File: src/design/mask_iou_best_match_unit_defines.svh
// Assertion macros shared by the mask IoU best match unit.
// Included by the modules that carry concurrent assertions; no other dependencies.
`ifndef MASK_IOU_BEST_MATCH_UNIT_DEFINES_SVH
`define MASK_IOU_BEST_MATCH_UNIT_DEFINES_SVH

// Same-cycle implication, disabled while reset is held.
`define MIOU_ASSERT_NOW(lbl, clk, rst_n, ante, cons, msg) \
  lbl: assert property (@(posedge clk) disable iff (!rst_n) (ante) |-> (cons)) \
    else $error(msg);

// Next-cycle implication, disabled while reset is held.
`define MIOU_ASSERT_NEXT(lbl, clk, rst_n, ante, cons, msg) \
  lbl: assert property (@(posedge clk) disable iff (!rst_n) (ante) |=> (cons)) \
    else $error(msg);

`endif

File: src/design/miou_pkg.sv
// Package for the mask IoU best match unit: field widths and the queue entry type.
// No dependencies; imported by every module of the block.
`timescale 1ns / 1ps

package miou_pkg;

  localparam int unsigned PIX_W      = 8;
  localparam int unsigned CNT_W      = 21;
  localparam int unsigned IDX_W      = 8;
  localparam int unsigned FIFO_DEPTH = 4;
  localparam int unsigned PTR_W      = $clog2(FIFO_DEPTH);
  localparam int unsigned FILL_W     = $clog2(FIFO_DEPTH + 1);
  localparam int unsigned PROD_W     = 2 * CNT_W;

  localparam logic [PIX_W-1:0] FG_RESET = 8'd255;

  // One classified pixel pair as it travels from the front to the back end.
  typedef struct packed {
    logic c_on;
    logic q_on;
    logic eoi;
    logic eos;
  } miou_item_t;

endpackage

File: src/design/miou_front.sv
// Front end: holds the foreground level register and classifies each pixel pair.
// Depends on miou_pkg.
`timescale 1ns / 1ps

module miou_front
  import miou_pkg::*;
(
  input  logic             clk,
  input  logic             rst_n,
  input  logic             cfg_we,
  input  logic [PIX_W-1:0] cfg_wdata,
  input  logic [PIX_W-1:0] cand_pix,
  input  logic [PIX_W-1:0] query_pix,
  input  logic             eoi,
  input  logic             eos,
  output miou_item_t       item
);

  logic [PIX_W-1:0] fg_level_r;

  always_ff @(posedge clk) begin
    if (!rst_n) begin
      fg_level_r <= FG_RESET;
    end else if (cfg_we) begin
      fg_level_r <= cfg_wdata;
    end
  end

  // end_of_set only counts together with end_of_image.
  always_comb begin
    item.c_on = (cand_pix == fg_level_r);
    item.q_on = (query_pix == fg_level_r);
    item.eoi  = eoi;
    item.eos  = eos & eoi;
  end

endmodule

File: src/design/miou_fifo.sv
// Short first-in first-out queue of classified pixel pairs between front and back end.
// Depends on miou_pkg and the assertion macros header.
`timescale 1ns / 1ps
`include "mask_iou_best_match_unit_defines.svh"

module miou_fifo
  import miou_pkg::*;
(
  input  logic       clk,
  input  logic       rst_n,
  input  logic       push,
  input  miou_item_t wr_item,
  output logic       full,
  input  logic       pop,
  output logic       not_empty,
  output miou_item_t rd_item
);

  miou_item_t        mem_r [FIFO_DEPTH];
  logic [PTR_W-1:0]  wr_ptr_r;
  logic [PTR_W-1:0]  rd_ptr_r;
  logic [FILL_W-1:0] fill_r;

  assign full      = (fill_r == FILL_W'(FIFO_DEPTH));
  assign not_empty = (fill_r != '0);
  assign rd_item   = mem_r[rd_ptr_r];

  always_ff @(posedge clk) begin
    if (push) begin
      mem_r[wr_ptr_r] <= wr_item;
    end
  end

  always_ff @(posedge clk) begin
    if (!rst_n) begin
      wr_ptr_r <= '0;
      rd_ptr_r <= '0;
      fill_r   <= '0;
    end else begin
      if (push) begin
        wr_ptr_r <= wr_ptr_r + PTR_W'(1);
      end
      if (pop) begin
        rd_ptr_r <= rd_ptr_r + PTR_W'(1);
      end
      if (push && !pop) begin
        fill_r <= fill_r + FILL_W'(1);
      end else if (pop && !push) begin
        fill_r <= fill_r - FILL_W'(1);
      end
    end
  end

  `MIOU_ASSERT_NOW(a_fill_bound, clk, rst_n, 1'b1, fill_r <= FILL_W'(FIFO_DEPTH), "fifo over depth")
  `MIOU_ASSERT_NOW(a_pop_not_empty, clk, rst_n, pop, fill_r != '0, "pop from empty fifo")
  `MIOU_ASSERT_NEXT(a_fill_grows, clk, rst_n, push && !pop, fill_r == $past(fill_r) + FILL_W'(1), "fill count lost a push")

endmodule

File: src/design/miou_back.sv
// Back end: counts intersection and union per candidate, then scores each candidate
// against the best so far by cross multiplication. Depends on miou_pkg and the macros header.
`timescale 1ns / 1ps
`include "mask_iou_best_match_unit_defines.svh"

module miou_back
  import miou_pkg::*;
#(
  parameter int unsigned MAX_PIXELS     = 1048576,
  parameter int unsigned MAX_CANDIDATES = 256
) (
  input  logic             clk,
  input  logic             rst_n,
  input  logic             item_avail,
  input  miou_item_t       item,
  output logic             item_pop,
  output logic             res_valid,
  input  logic             res_ready,
  output logic [IDX_W-1:0] res_index,
  output logic [CNT_W-1:0] res_inter,
  output logic [CNT_W-1:0] res_union
);

  localparam int unsigned CNT_MAX  = (1 << CNT_W) - 1;
  localparam int unsigned IDX_LIM  = (MAX_CANDIDATES > (1 << IDX_W)) ? (1 << IDX_W)
                                                                      : MAX_CANDIDATES;
  localparam logic [CNT_W-1:0] CNT_CAP = CNT_W'((MAX_PIXELS > CNT_MAX) ? CNT_MAX
                                                                        : MAX_PIXELS);
  localparam logic [IDX_W-1:0] IDX_CAP = IDX_W'(IDX_LIM - 1);

  logic             back_en;

  // Counting stage
  logic [CNT_W-1:0] inter_r, union_r;
  logic [CNT_W-1:0] inter_nxt, union_nxt;
  logic [IDX_W-1:0] cand_r;

  // Scoring stage
  logic             s2_valid_r;
  logic             s2_eos_r;
  logic [CNT_W-1:0] s2_inter_r, s2_union_r;
  logic [IDX_W-1:0] s2_slot_r;

  logic [CNT_W-1:0] best_inter_r, best_uni_r;
  logic [IDX_W-1:0] best_slot_r;
  logic             have_best_r;

  logic [CNT_W-1:0] num_a, den_a, num_b, den_b;
  logic [PROD_W-1:0] prod_a, prod_b;
  logic             wins;
  logic [CNT_W-1:0] win_inter, win_union;
  logic [IDX_W-1:0] win_slot;

  logic             out_valid_r;
  logic [IDX_W-1:0] out_index_r;
  logic [CNT_W-1:0] out_inter_r, out_union_r;

  // The whole back end advances unless a finished result is still waiting.
  assign back_en  = !out_valid_r || res_ready;
  assign item_pop = item_avail && back_en;

  always_comb begin
    inter_nxt = inter_r;
    union_nxt = union_r;
    if (item.c_on && item.q_on && (inter_r < CNT_CAP)) begin
      inter_nxt = inter_r + CNT_W'(1);
    end
    if ((item.c_on || item.q_on) && (union_r < CNT_CAP)) begin
      union_nxt = union_r + CNT_W'(1);
    end
  end

  always_ff @(posedge clk) begin
    if (!rst_n) begin
      inter_r <= '0;
      union_r <= '0;
      cand_r  <= '0;
    end else if (item_pop) begin
      if (item.eoi) begin
        inter_r <= '0;
        union_r <= '0;
        if (item.eos) begin
          cand_r <= '0;
        end else if (cand_r < IDX_CAP) begin
          cand_r <= cand_r + IDX_W'(1);
        end
      end else begin
        inter_r <= inter_nxt;
        union_r <= union_nxt;
      end
    end
  end

  always_ff @(posedge clk) begin
    if (!rst_n) begin
      s2_valid_r <= 1'b0;
    end else if (back_en) begin
      s2_valid_r <= item_pop && item.eoi;
    end
  end

  always_ff @(posedge clk) begin
    if (item_pop && item.eoi) begin
      s2_inter_r <= inter_nxt;
      s2_union_r <= union_nxt;
      s2_slot_r  <= cand_r;
      s2_eos_r   <= item.eos;
    end
  end

  // An empty union scores 0, written as 0/1.
  always_comb begin
    num_a  = (s2_union_r == '0) ? '0 : s2_inter_r;
    den_a  = (s2_union_r == '0) ? CNT_W'(1) : s2_union_r;
    num_b  = (best_uni_r == '0) ? '0 : best_inter_r;
    den_b  = (best_uni_r == '0) ? CNT_W'(1) : best_uni_r;
    prod_a = PROD_W'(num_a) * PROD_W'(den_b);
    prod_b = PROD_W'(num_b) * PROD_W'(den_a);
    wins   = !have_best_r || (prod_a > prod_b);
    win_inter = wins ? s2_inter_r : best_inter_r;
    win_union = wins ? s2_union_r : best_uni_r;
    win_slot  = wins ? s2_slot_r  : best_slot_r;
  end

  always_ff @(posedge clk) begin
    if (!rst_n) begin
      best_inter_r <= '0;
      best_uni_r   <= '0;
      best_slot_r  <= '0;
      have_best_r  <= 1'b0;
    end else if (s2_valid_r && back_en) begin
      if (s2_eos_r) begin
        best_inter_r <= '0;
        best_uni_r   <= '0;
        best_slot_r  <= '0;
        have_best_r  <= 1'b0;
      end else begin
        best_inter_r <= win_inter;
        best_uni_r   <= win_union;
        best_slot_r  <= win_slot;
        have_best_r  <= 1'b1;
      end
    end
  end

  always_ff @(posedge clk) begin
    if (!rst_n) begin
      out_valid_r <= 1'b0;
    end else if (s2_valid_r && s2_eos_r && back_en) begin
      out_valid_r <= 1'b1;
    end else if (res_ready) begin
      out_valid_r <= 1'b0;
    end
  end

  always_ff @(posedge clk) begin
    if (s2_valid_r && s2_eos_r && back_en) begin
      out_index_r <= win_slot;
      out_inter_r <= win_inter;
      out_union_r <= win_union;
    end
  end

  assign res_valid = out_valid_r;
  assign res_index = out_index_r;
  assign res_inter = out_inter_r;
  assign res_union = out_union_r;

  `MIOU_ASSERT_NOW(a_inter_le_union, clk, rst_n, 1'b1, inter_r <= union_r, "inter above union")
  `MIOU_ASSERT_NOW(a_best_le_union, clk, rst_n, 1'b1, best_inter_r <= best_uni_r, "best over")
  `MIOU_ASSERT_NEXT(a_set_end, clk, rst_n, s2_valid_r && s2_eos_r && back_en, out_valid_r && !have_best_r, "set end lost")

endmodule

File: src/design/mask_iou_best_match_unit.sv
// Mask IoU best match unit, top level: joins front end, queue and back end.
// Depends on miou_pkg, miou_front, miou_fifo and miou_back.
//
// Input channel: each request is one pixel pair, the candidate pixel and the query pixel at
// the same position. in_tlast marks the last pixel of a candidate image and in_tuser, with
// in_tlast, marks the last candidate of the set. Output channel: one request per set, the
// index of the candidate with the best intersection over union and its two counts.
// Configuration: cfg_we writes the foreground level; write it only while the block is idle.
// Throughput is one pixel pair per clock while in_tready is high. The front end classifies a
// pair in the cycle it is accepted and writes it into a four-entry queue; the back end takes
// it from the queue and counts it, then scores a finished candidate from the scoring register
// with two 21 by 21 bit products; the set's result is held in the register behind out_tvalid.
// Reset (synchronous, rst_n low) clears all counts, the best candidate and the queue, and
// sets the foreground level to 255. When the receiver stalls, the result is held in the
// output register and the back end pauses; the queue still absorbs up to four requests
// before in_tready falls.
`timescale 1ns / 1ps

module mask_iou_best_match_unit
  import miou_pkg::*;
#(
  parameter int unsigned MAX_PIXELS     = 1048576,
  parameter int unsigned MAX_CANDIDATES = 256
) (
  input  logic        clk,
  input  logic        rst_n,
  input  logic        cfg_we,
  input  logic [7:0]  cfg_wdata,      // foreground_level
  input  logic        in_tvalid,
  output logic        in_tready,
  input  logic [15:0] in_tdata,       // [7:0] candidate_pixel, [15:8] query_pixel
  input  logic        in_tlast,       // end_of_image
  input  logic        in_tuser,       // end_of_set
  output logic        out_tvalid,
  input  logic        out_tready,
  output logic [55:0] out_tdata       // [7:0] winning candidate number,
                                      // [28:8] best_intersection,
                                      // [49:29] best_union, [55:50] zero
);

  miou_item_t       front_item;
  miou_item_t       queue_item;
  logic             queue_full;
  logic             queue_avail;
  logic             queue_pop;
  logic             in_push;
  logic [IDX_W-1:0] res_index;
  logic [CNT_W-1:0] res_inter;
  logic [CNT_W-1:0] res_union;

  assign in_tready = !queue_full;
  assign in_push   = in_tvalid && !queue_full;

  miou_front u_front (
    .clk       (clk),
    .rst_n     (rst_n),
    .cfg_we    (cfg_we),
    .cfg_wdata (cfg_wdata),
    .cand_pix  (in_tdata[7:0]),
    .query_pix (in_tdata[15:8]),
    .eoi       (in_tlast),
    .eos       (in_tuser),
    .item      (front_item)
  );

  miou_fifo u_fifo (
    .clk       (clk),
    .rst_n     (rst_n),
    .push      (in_push),
    .wr_item   (front_item),
    .full      (queue_full),
    .pop       (queue_pop),
    .not_empty (queue_avail),
    .rd_item   (queue_item)
  );

  miou_back #(
    .MAX_PIXELS     (MAX_PIXELS),
    .MAX_CANDIDATES (MAX_CANDIDATES)
  ) u_back (
    .clk        (clk),
    .rst_n      (rst_n),
    .item_avail (queue_avail),
    .item       (queue_item),
    .item_pop   (queue_pop),
    .res_valid  (out_tvalid),
    .res_ready  (out_tready),
    .res_index  (res_index),
    .res_inter  (res_inter),
    .res_union  (res_union)
  );

  // Fields packed from the lowest bit up, padded with zeros to whole bytes.
  assign out_tdata = {6'd0, res_union, res_inter, res_index};

endmodule
File: config.mk
export PLATFORM = sky130hd
export DESIGN_NAME = mask_iou_best_match_unit
export DESIGN_NICKNAME = d
export VERILOG_FILES = /design/src/design/miou_pkg.sv /design/src/design/miou_front.sv /design/src/design/miou_fifo.sv /design/src/design/miou_back.sv /design/src/design/mask_iou_best_match_unit.sv
export VERILOG_INCLUDE_DIRS = /design/src /design/src/design
export SDC_FILE = /design/constraint.sdc
export NUM_CORES = 2
export LEC_CHECK = 0
export CELL_PAD_IN_SITES_DETAIL_PLACEMENT = 0
export CELL_PAD_IN_SITES_GLOBAL_PLACEMENT = 2
export CORE_UTILIZATION = 32
export CTS_CLUSTER_SIZE = 28
export DETAILED_ROUTE_END_ITERATION = 6
export DONT_BUFFER_PORTS = 1
export PLACE_DENSITY = 0.64
export SLEW_MARGIN = 25
export SYNTH_ARGS = -nofsm -noshare
export SYNTH_HDL_FRONTEND = slang
export SYNTH_HIERARCHICAL = 1
export SYNTH_SLANG_ARGS = --single-unit
File: constraint.sdc
create_clock -name clk -period 13.8 [get_ports clk]
set_input_delay 2.76 -clock clk [delete_from_list [all_inputs] [get_ports clk]]
set_output_delay 2.76 -clock clk [all_outputs]
set_load 0.1 [all_outputs]
After elaboration in Yosys (flattened, before gate mapping):

Memories as Yosys holds them, arrays and structs flattened. A register that Yosys moved wholly into a read port is not among the register bits.
Cells that the tools add are included.

* register bits after elaboration: 219
* bits in latches: 0
* output and inout bits: 58
* input port bits: 31
* bits in writable memories: 16
* memories kept: 1
* ROM bits: 0
* logic and storage cells: 89

Memory list
* u_fifo.mem_r: words 4, bits a word 4, rd ports 1, clocked after Yosys merged registers in 1, wr ports 1, line miou_fifo.sv:19 `miou_item_t mem_r [FIFO_DEPTH];`

* div/mod/pow operators: 0
* magnitude comparators: 4
* reduce and logical (&&, ||, !) cells: 26
* muxes and demuxes: 25
* $add $sub $neg: 7
* multiply operators: 2
* shift operators: 0
* equal/unequal tests: 3
* bitwise gates (word level): 1

Operators by type and width (count)
* $mux W21: 12
* $mul A21 B21 Y42: 2
* $add A21 B1 Y21 const B: 2
* $gt A42 B42 Y1: 1
* $logic_not A21 Y1: 2
* $lt A21 B21 Y1 const B: 2
* $mux W8: 4
* $eq A8 B8 Y1: 2
* $logic_and A1 B1 Y1: 11
* $add A8 B1 Y8 const B: 1
* $lt A8 B8 Y1 const B: 1
* $mux W3: 2
* $reduce_bool A2 Y1: 3
* $logic_not A1 Y1: 5
* $mux W1: 5
* $add A2 B1 Y2 const B: 2
* $mux W2: 2
* $add A3 B1 Y3 const B: 1
* $eq A3 B3 Y1 const B: 1
* $logic_or A1 B1 Y1: 3
* $reduce_and A3 Y1: 1
* $reduce_bool A3 Y1: 1
* $sub A3 B1 Y3 const B: 1
* $and A1 B1 Y1: 1

Logic depth before layout (Yosys ltp):

* depth in word-level cells: 7
* depth in mapped cells: 46
* depth with buffers taken out: 40

By module:

Netlist, hierarchy kept.

By module, submodules not included
* miou_back: cells an instance 4292, area each 39162.6 sq um, sequential area each 5094.9 sq um, times used 1
* miou_fifo: cells an instance 63, area each 1032.2 sq um, sequential area each 660.6 sq um, times used 1
* miou_front: cells an instance 50, area each 471.7 sq um, sequential area each 160.2 sq um, times used 1
* mask_iou_best_match_unit: cells an instance 9, area each 58.8 sq um, sequential area each 0.0 sq um, times used 1

Worst setup path before layout:

OpenSTA, ideal clock, no wires.

* kind: reg-to-reg
* start: reg u_back.best_uni_r[1]
* end: reg u_back.out_index_r[0], in the netlist u_back/res_index[0] (data pin)
* arrival: 9.834 ns
* stages on the path, launching flop included: 40
* setup time: 0.260 ns
* required time: 13.540 ns
* clock period less this slack: 10.094 ns
* path slack: 3.706 ns
* path buffers: 5
* cell sequence: dfxtp_1 or4_1 or4_1 clkbuf_1 clkbuf_1 clkbuf_1 and3_1 fa_1 inv_1 fa_1 fa_1 inv_1 fa_1 fa_1 fa_1 inv_1 fa_1 inv_1 [4 not listed] a2111oi_0 nand2b_1 a21o_2 a211oi_1 o21ai_0 xnor2_1 ha_1 a21o_1 a21o_1 a21oi_1 o21ai_0 a221oi_1 nor2_1 a211oi_1 o21a_1 clkbuf_1 buf_2 mux2_2

* word-level cells in the longest chain between the ends: 6
* elaborated cells on any way between the ends: 8
* those cells by class: 2 x mul; 1 x order compare; 3 x mux; 2 x reduce/logical

RTL lines
* start, declared: line miou_back.sv:44 `logic [CNT_W-1:0] best_inter_r, best_uni_r;`
* start signal, assigned: line miou_back.sv:139 `best_uni_r <= win_union;`
* $logic_not A21 Y1: line miou_back.sv:115, miou_back.sv:116
* $mux W21 (on tied branches): line miou_back.sv:116, miou_back.sv:115
* $mul A21 B21 Y42 (on tied branches): line miou_back.sv:117, miou_back.sv:118
* $gt A42 B42 Y1 *: line miou_back.sv:119 `wins = !have_best_r || (prod_a > prod_b);`
* $logic_or A1 B1 Y1 *: line miou_back.sv:119
* $mux W8 *: line miou_back.sv:122 `win_slot = wins ? s2_slot_r : best_slot_r;`
* net u_back.win_slot[0]: line miou_back.sv:52 `logic [IDX_W-1:0] win_slot;`
* end signal, assigned: line miou_back.sv:158 `out_index_r <= win_slot;`
* end, declared: line miou_back.sv:55 `logic [IDX_W-1:0] out_index_r;`

Mark *: on every way through the listed nets, which the timed path passes. The rest lies on a longest branch.
A chain may end at the register's enable or synchronous reset.

Final worst setup path:

* start: reg u_back.s2_union_r[5]
* end: reg u_back.out_union_r[9], in the netlist u_back/res_union[9] (data pin)

* word-level cells in the longest chain between the ends: 6
* elaborated cells on any way between the ends: 8
* those cells by class: 2 x mul; 1 x order compare; 3 x mux; 2 x reduce/logical

RTL lines
* start, declared: line miou_back.sv:41 `logic [CNT_W-1:0] s2_inter_r, s2_union_r;`
* start signal, assigned: line miou_back.sv:105 `s2_union_r <= union_nxt;`
* $logic_not A21 Y1: line miou_back.sv:113, miou_back.sv:114
* $mux W21 (on tied branches): line miou_back.sv:113, miou_back.sv:114
* $mul A21 B21 Y42 (on tied branches): line miou_back.sv:117, miou_back.sv:118
* $gt A42 B42 Y1 *: line miou_back.sv:119
* $logic_or A1 B1 Y1 *: line miou_back.sv:119
* $mux W21 *: line miou_back.sv:121 `win_union = wins ? s2_union_r : best_uni_r;`
* net u_back.win_union[9]: line miou_back.sv:51 `logic [CNT_W-1:0] win_inter, win_union;`
* end signal, assigned: line miou_back.sv:160 `out_union_r <= win_union;`
* end, declared: line miou_back.sv:56 `logic [CNT_W-1:0] out_inter_r, out_union_r;`

Marked as above.

==> results.yml <==
final_layout:
  layoutNonFillerInstCount: 5942
  finalCoreUtilization: 0.3454
  syn_to_final_growth_pct: 6.774
  final_common_cell: "inv_1"
  drive_gt1_frac: 0.05105
  final_cell_mix: "849 x inv_1, 717 x fa_1, 573 x nand2_1, 471 x and3_1, 354 x ha_1"
  fin_area_um2: 43480
  fillers: 13150
  nets: 5370
timing:
  rsz0062_at_grt: "no"
  finalHoldViolCount: 0
  period_needed_ns: 12.92
  max-slew-margin-rel: 0.2578
  fin_ws_ns: 0.8841
  max_freq_mhz: 77.42
  fin_crit_sh: 0.9359
  finalMaxSlewViolations: 0
  tns_ns: 0
  worst_slew_pin_slew_ns: 1.116
  skew_ns: 0.05080
  finalSetupViolations: 0
pwr:
  ir_drop_mv: 0.1862
  pwr_density_cell_nw_per_um2: 125.0
  p_leak_uw: 0.02308
global_route:
  grt_pass1_vias: 31810
  grt_max_degree: 112
  overflow: 0
  grt_pass1_wl_mm: 205.7
  antenna_found_initial: 7
  track_usage: 0.2161
synthesis:
  syn_area_um2: 40730
  yosys_warnings: 6
  synth_seq_cells: 237
  synth_edf_count: 117
  netlist_instances: 4414
  synth.distinct_cells: 66
  synth_ff_type: "dfxtp_1"
  ys_seq_area_frac: 0.1453
  synth_area_per_cell_um2: 9.226
  synthArstFlopShare: 0
floorplan:
  start_util: 0.3235
  coreArea_um2: 125900
  dieArea_um2: 128700
  io_pins: 89
  placementRows: 130
  die_height_um: 358.7
  fp.dieW_um: 358.7
detailed_routing:
  via_per_inst: 4.990
  drtIter0Drc: 1871
  routed_wl_mm: 136.6
  wire_per_inst_um: 22.99
  drc: 0
  ant_nets: 0
  first_pass_iters: 5
  num_vias: 29650
clocking:
  cts_buffer_depth: 3
  clk_transition_reported_paths_ns: 0.06
  postCtsSetupBuffers: 0
  clock_sink_count: 237
  clock_latency_ns: 0.61
  htreeDepth: 1
  postCtsResizedCells: 0
  cts_tree: "done"
  numCtsBuffers: 28
  cts_root_buf: "clkbuf_16"
  cts_hold_buffers: 0
place:
  dp_cells: 5886
  dp_slack_ns: 1.025
  io_buffers: 0
  placed_cell_area_um2: 42460
  place_hpwl_mm: 102.5
  gp_congestion: 0.8283
worst_setup_path:
  crit_arrival_ns: 13.23
  worst-path-max-fanout: 86
  reg2reg_slack_ns: 0.88
  cp_num_buf_inv: 7
  cpMostUsedCell: "fa_1"
  r2r-end: "u_back/res_union[9]$_DFFE_PP_"
  r2r_cells: 35
  worst-setup-path-type: "reg -> reg"
  required_ns: 14.11
  reg2reg_from: "u_back/s2_union_r[5]$_DFFE_PP_"
  worst_path_dominant_cell_family: "adder cells"
  start_kind: "register"
  slowest_stage: "nor3_1"
  end_kind: "register"
  slowest_delay_ns: 0.86
worst_hold_path:
  min_to: "u_back/best_slot_r[2]$_SDFFE_PN0P_"
  min_path_type: "reg -> reg"
  hp-start: "u_back/best_slot_r[2]$_SDFFE_PN0P_"
  min_delay_path_depth: 2
job:
  maxCapViolations: 0
outcome:
  status: "completed"
-- cell usage after synthesis (all sizes together), types with 62 or more instances --
cell type / n / area (um2)
a21o: 63 / 476.7
a21oi: 93 / 473.0
and2: 93 / 581.8
and3: 471 / 2947
clkbuf: 259 / 972.2
dfxtp: 120 / 2402
edfxtp: 117 / 3513
fa: 717 / 14350
ha: 354 / 4429
inv: 851 / 3194
mux2i: 62 / 620.6
nand2: 573 / 2151
o21ai: 62 / 310.3
xnor2: 93 / 814.5
-- cell type report --
class	instances	area, um2	share of cell area
inverters	851	3194	0.07346
flip-flops and latches	237	5916	0.1360
well taps	1650	2064	0.04748
diodes	2	5.005	0.0001151
repair buffers	99	780.7	0.01795
clock inverters	13	180.2	0.004143
multi-input cells	3051	30550	0.7025
clock buffers	39	797.0	0.01833
-- cell families (layout without fill, tap and decap cells) --
kind of cell    Yosys count  in the layout  share of synthesized area
other cells               1              8                 0.00009208
fa+ha+maj              1071           1071                     0.4612
xor+xnor                141            141                    0.03032
buf+inv                1131           1002                     0.1057
mux                     117            117                    0.03192
compound gates          321            321                    0.05115
flops                   237            237                     0.1453
simple gates           1395           1395                     0.1744
-- per-stage QoR --
stage | total power [uW] | hold slack [ns]
2_1_floorplan | 3346 | 0.4346
3_3_place_gp | 4634 | 0.4428
3_5_place_dp | 4638 | 0.4485
4_1_cts | 5466 | 0.4589
5_1_grt | 5859 | 0.4787
6_report | 5437 | 0.4577
-- sequential cells by signal (all words and copies together) (netlist names), 16 cells and up, named ones only --
register and flops:
u_back/inter_r 21, u_back/s2_union_r 21, u_fifo/mem_r 16, u_back/res_union 21
u_back/best_uni_r 21, u_back/best_inter_r 21, u_back/union_r 21, u_back/s2_inter_r 21
u_back/res_inter 21
-- worst max path at each step --
stage | start | end | slack (ns) | depth (start not counted)
final | u_back/s2_union_r[5]$_DFFE_PP_ | u_back/res_union[9]$_DFFE_PP_ | 0.88 | 35
after global routing | u_back/s2_union_r[5]$_DFFE_PP_ | u_back/res_inter[2]$_DFFE_PP_ | 0.49 | 36
after CTS | u_back/s2_union_r[3]$_DFFE_PP_ | u_back/res_union[9]$_DFFE_PP_ | 0.96 | 37
after detailed placement | u_back/s2_union_r[3]$_DFFE_PP_ | u_back/res_union[9]$_DFFE_PP_ | 1.03 | 37
after global placement | u_back/s2_union_r[5]$_DFFE_PP_ | u_back/res_union[8]$_DFFE_PP_ | 1.09 | 34
after floorplan | u_back/best_uni_r[1]$_SDFFE_PN0P_ | u_back/res_index[0]$_DFFE_PP_ | 3.71 | 39
-- worst min-delay path: cells and delay by family (launching register included) --
family / cells / cell delay, ns
flops: 1 / 0.31
simple gates: 1 / 0.05
mux: 1 / 0.05
-- report_power, final --
part | internal, uW | switching, uW | total [uW] | leakage (uW)
logic | 1120 | 2350 | 3470 | 0.0205
clock network | 465 | 336 | 801 | 0.000483
registers | 891 | 278 | 1170 | 0.00210
total | 2480 | 2960 | 5440 | 0.0231
-- layer usage --
| metal | track usage | share of wire |
|---|---|---|
| met1 | 0.2968 | 0.46 |
| met2 | 0.3580 | 0.47 |
| met3 | 0.03411 | 0.054 |
| met4 | 0.04466 | 0.022 |
| met5 | 0 | 0 |
Note: power is estimated with default switching activity, not from simulation.
